## config.mk

```make
export PLATFORM = sky130hd
export DESIGN_NAME = byte_ring_fifo_with_search
export DESIGN_NICKNAME = d
export VERILOG_FILES = /design/src/rtl/brfs_pkg.sv /design/src/rtl/brfs_ram.sv /design/src/rtl/byte_ring_fifo_with_search.sv
export SDC_FILE = /design/constraint.sdc
export NUM_CORES = 1
export LEC_CHECK = 0
export ABC_AREA = 1
export BUFFER_PORTS_ARGS = -buffer_cell sky130_fd_sc_hd__buf_2
export CAP_MARGIN = 40
export CORE_ASPECT_RATIO = 0.5
export CORE_MARGIN = 4
export CORE_UTILIZATION = 40
export CTS_BUF_LIST = sky130_fd_sc_hd__clkbuf_8
export CTS_CLUSTER_DIAMETER = 30
export DETAILED_ROUTE_END_ITERATION = 6
export PLACE_DENSITY = 0.53
export SLEW_MARGIN = 20
export SYNTH_ARGS = -nofsm -noshare
export SYNTH_HDL_FRONTEND = slang
export SYNTH_SLANG_ARGS = --single-unit
```

## constraint.sdc

```tcl
create_clock -name clk -period 4.3 [get_ports clk]
set_input_delay 0.645 -clock clk [delete_from_list [all_inputs] [get_ports clk]]
set_output_delay 0.645 -clock clk [all_outputs]
set_load 0.05 [all_outputs]
```

## src/rtl/brfs_pkg.sv

```systemverilog
// ----------------------------------------------------------------------------
// brfs_pkg
// Shared types and constants of the byte ring FIFO with search.
// ----------------------------------------------------------------------------
`default_nettype none

package brfs_pkg;

  localparam int unsigned BYTE_W = 8;

  typedef logic [BYTE_W-1:0] byte_t;

  typedef enum logic [1:0] {
    REQ_ENQ  = 2'd0,
    REQ_DEQ  = 2'd1,
    REQ_FIND = 2'd2
  } req_t;

endpackage

`default_nettype wire

```

## src/rtl/brfs_ram.sv

```systemverilog
// ----------------------------------------------------------------------------
// brfs_ram
// Byte store: one write port, one read port with registered read data.
// ----------------------------------------------------------------------------
`default_nettype none

module brfs_ram
  import brfs_pkg::*;
#(
  parameter int unsigned DEPTH = 16
) (
  input  wire logic                     clk,
  input  wire logic                     wr_en,
  input  wire logic [$clog2(DEPTH)-1:0] wr_addr,
  input  wire byte_t                    wr_data,
  input  wire logic                     rd_en,
  input  wire logic [$clog2(DEPTH)-1:0] rd_addr,
  output byte_t                         rd_data_r
);

  byte_t mem_r [DEPTH];

  always_ff @(posedge clk) begin
    if (wr_en) begin
      mem_r[wr_addr] <= wr_data;
    end
  end

  always_ff @(posedge clk) begin
    if (rd_en) begin
      rd_data_r <= mem_r[rd_addr];
    end
  end

endmodule

`default_nettype wire

```

## src/rtl/byte_ring_fifo_with_search.sv

```systemverilog
// ----------------------------------------------------------------------------
// byte_ring_fifo_with_search
// Ring-buffer FIFO of bytes with enqueue, dequeue and search requests.
//
// Channel  Dir  Word layout (lowest bit first)
// in_      in   tdata: data_in[7:0]     tuser: req_type[1:0]
// out_     out  tdata: data_out[7:0]    tuser: ok, is_empty, is_full
//
// Enqueue, unused codes and a dequeue or search on an empty ring go straight
// to the response step; a dequeue with data first waits for the store read.
// Search compares held bytes from the oldest on, up to DEPTH-1 of them, one
// store read and one byte compare per cycle, stopping at a match or the newest.
// Reset clears both pointers; the byte store is not cleared.
// A finished result holds in the sequencer until the output register is free;
// a new word is taken while an earlier result still waits at the output.
// ----------------------------------------------------------------------------
`default_nettype none

module byte_ring_fifo_with_search
  import brfs_pkg::*;
#(
  parameter int unsigned DEPTH = 16
) (
  input  wire logic       clk,
  input  wire logic       rst_n,
  input  wire logic       in_tvalid,
  output logic            in_tready,
  input  wire logic [7:0] in_tdata,   // data_in[7:0]
  input  wire logic [1:0] in_tuser,   // req_type[1:0]
  output logic            out_tvalid,
  input  wire logic       out_tready,
  output logic [7:0]      out_tdata,  // data_out[7:0]
  output logic [2:0]      out_tuser   // ok, is_empty, is_full
);

  localparam int unsigned AW = $clog2(DEPTH);
  localparam logic [AW-1:0] LAST = AW'(DEPTH - 1);

  typedef logic [AW-1:0] ptr_t;

  typedef enum logic [1:0] {
    S_IDLE,
    S_DEQ,
    S_SCAN,
    S_RESP
  } state_t;

  function automatic ptr_t next_ptr(input ptr_t p);
    next_ptr = (p == LAST) ? '0 : p + 1'b1;
  endfunction

  state_t state_r, state_nxt;
  ptr_t   wptr_r, wptr_nxt;
  ptr_t   rptr_r, rptr_nxt;
  ptr_t   pos_r, pos_nxt;
  byte_t  key_r, key_nxt;
  byte_t  data_r, data_nxt;
  logic   ok_r, ok_nxt;
  logic   out_valid_r, out_valid_nxt;
  byte_t  out_data_r, out_data_nxt;
  logic   out_ok_r, out_ok_nxt;
  logic   out_empty_r, out_empty_nxt;
  logic   out_full_r, out_full_nxt;

  logic   accept;
  logic   is_empty_c;
  logic   is_full_c;
  logic   out_free;
  req_t   req_c;
  logic   wr_en;
  logic   rd_en;
  ptr_t   rd_addr;
  byte_t  rd_data;

  brfs_ram #(
    .DEPTH(DEPTH)
  ) u_ram (
    .clk      (clk),
    .wr_en    (wr_en),
    .wr_addr  (wptr_r),
    .wr_data  (in_tdata),
    .rd_en    (rd_en),
    .rd_addr  (rd_addr),
    .rd_data_r(rd_data)
  );

  assign in_tready  = (state_r == S_IDLE);
  assign accept     = in_tvalid && in_tready;
  assign req_c      = req_t'(in_tuser);
  assign is_empty_c = (wptr_r == rptr_r);
  assign is_full_c  = (next_ptr(wptr_r) == rptr_r);
  assign out_free   = !out_valid_r || out_tready;

  assign out_tvalid = out_valid_r;
  assign out_tdata  = out_data_r;
  assign out_tuser  = {out_full_r, out_empty_r, out_ok_r};

  always_comb begin
    state_nxt     = state_r;
    wptr_nxt      = wptr_r;
    rptr_nxt      = rptr_r;
    pos_nxt       = pos_r;
    key_nxt       = key_r;
    data_nxt      = data_r;
    ok_nxt        = ok_r;
    out_valid_nxt = out_valid_r && !out_tready;
    out_data_nxt  = out_data_r;
    out_ok_nxt    = out_ok_r;
    out_empty_nxt = out_empty_r;
    out_full_nxt  = out_full_r;
    wr_en         = 1'b0;
    rd_en         = 1'b0;
    rd_addr       = rptr_r;

    unique case (state_r)
      S_IDLE: begin
        if (accept) begin
          key_nxt   = in_tdata;
          data_nxt  = '0;
          ok_nxt    = 1'b0;
          state_nxt = S_RESP;
          unique case (req_c)
            REQ_ENQ: begin
              if (!is_full_c) begin
                wr_en    = 1'b1;
                wptr_nxt = next_ptr(wptr_r);
                ok_nxt   = 1'b1;
              end
            end
            REQ_DEQ: begin
              if (!is_empty_c) begin
                rd_en     = 1'b1;
                state_nxt = S_DEQ;
              end
            end
            REQ_FIND: begin
              if (!is_empty_c) begin
                rd_en     = 1'b1;
                pos_nxt   = rptr_r;
                state_nxt = S_SCAN;
              end
            end
            default: begin
              state_nxt = S_RESP;
            end
          endcase
        end
      end
      S_DEQ: begin
        data_nxt  = rd_data;
        ok_nxt    = 1'b1;
        rptr_nxt  = next_ptr(rptr_r);
        state_nxt = S_RESP;
      end
      S_SCAN: begin
        rd_addr = next_ptr(pos_r);
        if (rd_data == key_r) begin
          ok_nxt    = 1'b1;
          state_nxt = S_RESP;
        end else if (next_ptr(pos_r) == wptr_r) begin
          state_nxt = S_RESP;
        end else begin
          rd_en   = 1'b1;
          pos_nxt = next_ptr(pos_r);
        end
      end
      S_RESP: begin
        if (out_free) begin
          out_valid_nxt = 1'b1;
          out_data_nxt  = data_r;
          out_ok_nxt    = ok_r;
          out_empty_nxt = is_empty_c;
          out_full_nxt  = is_full_c;
          state_nxt     = S_IDLE;
        end
      end
      default: begin
        state_nxt = S_IDLE;
      end
    endcase
  end

  always_ff @(posedge clk) begin
    if (!rst_n) begin
      state_r     <= S_IDLE;
      wptr_r      <= '0;
      rptr_r      <= '0;
      out_valid_r <= 1'b0;
    end else begin
      state_r     <= state_nxt;
      wptr_r      <= wptr_nxt;
      rptr_r      <= rptr_nxt;
      out_valid_r <= out_valid_nxt;
    end
    pos_r       <= pos_nxt;
    key_r       <= key_nxt;
    data_r      <= data_nxt;
    ok_r        <= ok_nxt;
    out_data_r  <= out_data_nxt;
    out_ok_r    <= out_ok_nxt;
    out_empty_r <= out_empty_nxt;
    out_full_r  <= out_full_nxt;
  end

  a_not_empty_and_full: assert property (@(posedge clk) disable iff (!rst_n)
    !(is_empty_c && is_full_c))
    else $error("fifo reports empty and full together");

  a_scan_inside: assert property (@(posedge clk) disable iff (!rst_n)
    (state_r == S_SCAN) |-> (pos_r != wptr_r))
    else $error("search position reached write pointer");

  a_rptr_moves_on_deq: assert property (@(posedge clk) disable iff (!rst_n)
    (state_r != S_DEQ) |=> $stable(rptr_r))
    else $error("read pointer moved outside dequeue");

  a_wptr_moves_on_enq: assert property (@(posedge clk) disable iff (!rst_n)
    !(accept && req_c == REQ_ENQ) |=> $stable(wptr_r))
    else $error("write pointer moved outside enqueue");

  a_result_from_resp: assert property (@(posedge clk) disable iff (!rst_n)
    $rose(out_valid_r) |-> $past(state_r == S_RESP))
    else $error("result loaded outside response step");

endmodule

`default_nettype wire

```

* Yosys cells after proc, flatten, opt, wreduce, memory -nomap -nowiden *
Memory sizes are Yosys's and may differ from the RTL's. A register that Yosys moved wholly into a read port is not among the register bits.
Index checks and enable logic that the tools add are counted.

word-level totals
  output and inout bits = 13
  bits of input ports = 14
  memories = 1
  memory bits (writable) = 128
  register bits = 43
  word-level logic and storage cells = 92

cells by class
  bitwise gates (word level) = 1
  reductions and logical operators = 18
  add/sub/neg operators = 3
  multiplexer cells = 37
  equal/unequal tests = 20

memories
  memory       words  bits a word  rd ports  clocked after memory_dff  write ports  RTL line        text
  u_ram.mem_r  16     8            1         1                         1            brfs_ram.sv:21  byte_t mem_r [DEPTH];

operator list
  operator                                        number
  two-way mux 4 bit                               9
  two-way mux 1 bit                               16
  case mux 8 bit (2 select lines)                 1
  adder 4 x 1 -> 4 bit (second input constant)    3
  == test 4 bit                                   3
  == test 4 bit (second input constant)           3
  two-way mux 2 bit                               5
  != test 2 bit (second input constant)           5
  == test 8 bit                                   1
  two-way mux 8 bit                               1
  case mux 2 bit (4 select lines)                 1
  case mux 4 bit (2 select lines)                 1
  == test 2 bit (second input constant)           3
  AND reduction 2 bit                             3
  AND reduction 3 bit                             2
  AND reduction 6 bit                             1
  == test 2 x 1 -> 1 bit (second input constant)  2
  zero test 2 bit                                 2
  != test 2 x 1 -> 1 bit (second input constant)  2
  case mux 2 bit (2 select lines)                 1
  AND reduction 4 bit                             1
  nonzero test 2 bit                              2
  != test 3 bit (second input constant)           1
  case mux 1 bit (3 select lines)                 1
  other kinds (7)                                 9

* Longest topological paths before layout *
  depth in word-level cells = 9
  mapped depth = 13
  depth with buffers taken out = 12

* Cells and area by module *
Synthesis repeated with hierarchy kept, for this count alone.

unflattened totals
  cell total of the unflattened synthesis = 830
  area total of the unflattened synthesis = 8136.6 um^2

by module, submodules not included
  module                      area each (um^2)  seq. area each (um^2)  cells an instance  times used
  brfs_ram                    5846.9            4083.9                 551                1
  byte_ring_fifo_with_search  2289.7            1181.1                 279                1

* Least setup slack after synthesis *
Ideal clock, no wire load.

  path kind = register -> register
  start point = register state_r[0]
  end point = memory u_ram.mem_r[0][0] (netlist bit) (enable)
  setup slack = 1.835 ns
  arrival = 2.095 ns
  library setup time = 0.370 ns
  cell stages (with the launch flop) = 9
  clock period less this slack = 2.465 ns
  cell sequence = dfxtp_1 > inv_1 > ha_1 > nand2_1 > inv_1 > nand3_4 > inv_2 > nand2_2 > nor2_1

on the way
  cells in the longest elaborated chain, start to end = 6

RTL lines
  what                                         RTL line                           text
  start, declared                              byte_ring_fifo_with_search.sv:52   state_t state_r, state_nxt;
  start signal, assigned                       byte_ring_fifo_with_search.sv:190  state_r <= state_nxt;
  zero test 2 bit (*)                          byte_ring_fifo_with_search.sv:87   assign in_tready = (state_r == S_IDLE);
  named net in_tready                          byte_ring_fifo_with_search.sv:27   output logic in_tready,
  logical AND 1 bit                            byte_ring_fifo_with_search.sv:88   assign accept = in_tvalid && in_tready;
  two-way mux 1 bit                            byte_ring_fifo_with_search.sv:117  if (accept) begin
  two-way mux 1 bit (*)                        byte_ring_fifo_with_search.sv:115  unique case (state_r)
  two-way mux 1 bit (*)                        brfs_ram.sv:24                     if (wr_en) begin
  two-way mux 1 bit (not written as such) (*)  brfs_ram.sv:25                     mem_r[wr_addr] <= wr_data;
  end, declared                                brfs_ram.sv:21

The timed path passes the listed nets; every way through them passes the cells marked *.

* Worst setup path in the final report *
  start point = register wptr_r[1]
  end point = memory u_ram.mem_r[5][1] (netlist bit) (enable)

on the way
  cells in the longest elaborated chain, start to end = 9
  elaborated cells on any way between the ends = 10

RTL lines
  what                                                   RTL line                           text
  start, declared                                        byte_ring_fifo_with_search.sv:53   ptr_t wptr_r, wptr_nxt;
  start signal, assigned                                 byte_ring_fifo_with_search.sv:191  wptr_r <= wptr_nxt;
  adder 4 x 1 -> 4 bit or == test 4 bit (tied branches)  byte_ring_fifo_with_search.sv:49   next_ptr = (p == LAST) ? '0 : p + 1'b1;
  two-way mux 4 bit                                      byte_ring_fifo_with_search.sv:49
  == test 4 bit                                          byte_ring_fifo_with_search.sv:91   assign is_full_c = (next_ptr(wptr_r) == rptr_r);
  two-way mux 1 bit                                      byte_ring_fifo_with_search.sv:124  if (!is_full_c) begin
  two-way mux 1 bit                                      byte_ring_fifo_with_search.sv:122  unique case (req_c)
  two-way mux 1 bit                                      byte_ring_fifo_with_search.sv:117
  two-way mux 1 bit                                      byte_ring_fifo_with_search.sv:115
  two-way mux 1 bit                                      brfs_ram.sv:24
  two-way mux 1 bit (not written as such)                brfs_ram.sv:25

Several ways; a longest one is shown, not always the timed one.

==> flow_summary.ini <==
[run_status]
status = finished, final reports clean

[worst_setup_path]
cp-start-kind = flip-flop
crit_slowest_cell = nor2_1
cp.required_ns = 4.38
cp-end-kind = flip-flop
crit_family = simple AND/OR/NAND/NOR gates
crit_type = reg2reg
crit_arrival_ns = 2.85
slowest_delay_ns = 0.66
critPathBufInv = 2
crit_fanout = 8
cp_cell_sequence = inv_1 -> ha_1 -> xnor2_1 -> nand3_1 -> nor2_1 -> nand2_2 -> nand3_4 -> inv_2 -> nand2_2 -> nor2_1

[clock_tree]
cts_root_buf = clkbuf_8
clk_latency_ns = 0.45
cts_sinks = 179
htreeDepth = 4
post-cts-setup-buffers = 0
postCtsHoldBufs = 0
cts_resized = 0
cts_buffer_depth = 2
clk_pin_slew_ns = 0.10
cts_buffers = 17
cts_tree = done

[timing]
hold_violations = 0
fin_crit_ns = 2.77
tightest_slew_ns = 0.849
timing.final.crit_share_pct = 64.5
fin_setup_tns_ns = 0
skew_ns = 0.0158
timing.final.ws_setup_ns = 1.53
drv_slew = 0
setup_viol = 0
max_freq_ghz = 0.360
slew_headroom_pct = 43.2
rsz0062_at_grt = false

[logic_synthesis]
yosys.area.top_type = edfxtp_1
synth_area_um2 = 7810
synth_area_leaders = edfxtp_1 (65%), nand2_1 (5.9%), inv_1 (4.8%), nand3_1 (4.2%), o211ai_1 (3.7%)
synth_top_area_share_pct = 64.6
synthCells = 687
synth-seq-cells = 179
syn_avg_cell_area_um2 = 11.4
yosysWarnings = 0
synth.distinct_cells = 31
syn_nets = 715
ys_seq_area_share_pct = 67.4

[grt]
grt_pass1_vias = 4711
gr-usage-all-layers_pct = 16.4
gr-total-overflow = 0
antenna_found_initial = 1
grt_pass1_wl_um = 27100
grt_max_degree = 59

[power_and_ir_drop]
p_total_w = 0.00520
peakVddDrop_mv = 0.331
p_leak_nw = 3.28
power_density_nw_per_um2 = 606

[die]
core_um2 = 18800
start_util_pct = 41.6
io_pins = 27
die_area_um2 = 22000
rows = 35
die_w_um = 206
die_h_um = 107

[layout]
drive_above_1_share_pct = 12.1
area_growth_pct = 9.81
finalInstanceArea_um2 = 8580
antenna_cells = 0
num-fill-cells = 1728
fin_nets = 744

[detailed_routing]
drt-total-wl_um = 17200
wl_per_cell_um = 17.4
drc = 0
postRouteAntennaNets = 0
dr.pass1.iters = 5
vias = 4898
drt_iter0_drc = 457
vias_per_cell = 4.96

[placed_design]
port_buffers = 26
placed_area_um2 = 8180
dp_slack_ns = 1.52
place_congestion = 0.825
dp_hpwl_um = 11400

[worst_hold_path]
worstHoldPathType = reg2reg

[run]
cap_violations = 0
-- per-stage QoR --
| stage | utilization, % | hold slack (ns) | std cells |
|---|---|---|---|
| after floorplan | - | 0.400 | 687 |
| after global placement | 43.3 | 0.406 | 946 |
| after detailed placement | 43.6 | 0.405 | 952 |
| after CTS | 45.5 | 0.430 | 983 |
| after global routing | 45.7 | 0.437 | 987 |
| final | 45.7 | 0.427 | 987 |
-- worst paths after layout --
check                               start           endpoint  cells after the start  slack [ns]
worst min-delay path            data_r[4]       out_tdata[4]                      0        0.43
worst max register to register  wptr_r[1]  u_ram.mem_r[5][1]                     10        1.53
worst min register to register  data_r[4]       out_tdata[4]                      0        0.43
worst max-delay path            wptr_r[1]  u_ram.mem_r[5][1]                     10        1.53
-- registers in the layout (all words and copies together), names as in the netlist --
| register | count |
|---|---|
| out_tvalid | 1 |
| rptr_r | 4 |
| out_empty_r | 1 |
| data_r | 8 |
| wptr_r | 4 |
| u_ram.mem_r | 128 |
| pos_r | 4 |
| u_ram.rd_data_r | 8 |
| key_r | 8 |
| out_full_r | 1 |
| out_tdata | 8 |
| out_ok_r | 1 |
| ok_r | 1 |
| state_r | 2 |
-- metal layers --
metal  track usage, %  up-vias  wire length (um)
met5                0        -                11
met4             4.73        2               241
met3             2.84       21               764
met2             24.8      103              7620
met1             24.3     2360              8580
li1                 -     2412                 -
-- power breakdown --
part | internal [W] | total, W | switching (W)
Combinational | 0.000581 | 0.00186 | 0.00127
Sequential | 0.00215 | 0.00225 | 0.000104
Clock | 0.000426 | 0.00110 | 0.000670
-- cell type report --
type                            instances  area [um2]  area share, %
Clock buffer                           17         234           2.73
Sequential cell                       179        5270           61.4
Inverter                              106         398           4.64
Tap cell                              259         324           3.78
Timing Repair Buffer                   39         238           2.77
Multi-Input combinational cell        373        1990           23.2
Clock inverter                         14         134           1.56
-- kinds of logic (layout without fill, tap and decap cells) --
group           after synthesis  in the layout  synth area share (%)
compound gates              112            112                  8.81
xor+xnor                     11             11                  1.23
fa+ha+maj                    14             14                  2.24
buf+inv                     135            176                  7.33
flops                       179            179                  67.4
simple gates                236            236                  13.0
-- cells in the mapped netlist --
cell,number
edfxtp_1,168
nand2_1,122
inv_1,100
nand3_1,66
o211ai_1,38
a21oi_1,37
nor2_1,37
o21ai_0,28
buf_2,17
ha_1,14
dfxtp_1,11
xnor2_1,10
inv_2,5
clkbuf_1,4
nand2_2,4
buf_4,3
buf_6,3
nand4_1,3
o21ai_1,3
nand3_2,2
o21ai_4,2
a21boi_0,1
a31oi_1,1
buf_1,1
buf_8,1
clkinv_1,1
nand3_4,1
o21ai_2,1
o31ai_1,1
or2_4,1
xor2_1,1
-- cells in the final DEF (no fill, tap or decap), types with 2 or more instances in the layout --
cell type and instances:
nand2_1 121, dfxtp_1 11, nand3_1 66, clkbuf_8 17, buf_2 27, inv_1 100
xnor2_1 10, o21ai_0 28, a21oi_1 37, nand2_2 4, clkinvlp_4 2, nand4_1 3
ha_1 14, inv_8 4, nor2_1 37, inv_2 5, o211ai_1 38, nand3_2 2
o21ai_1 3, buf_4 11, edfxtp_1 168, o21ai_4 2, inv_6 5
No activity file was read; power rests on OpenSTA's default activity.
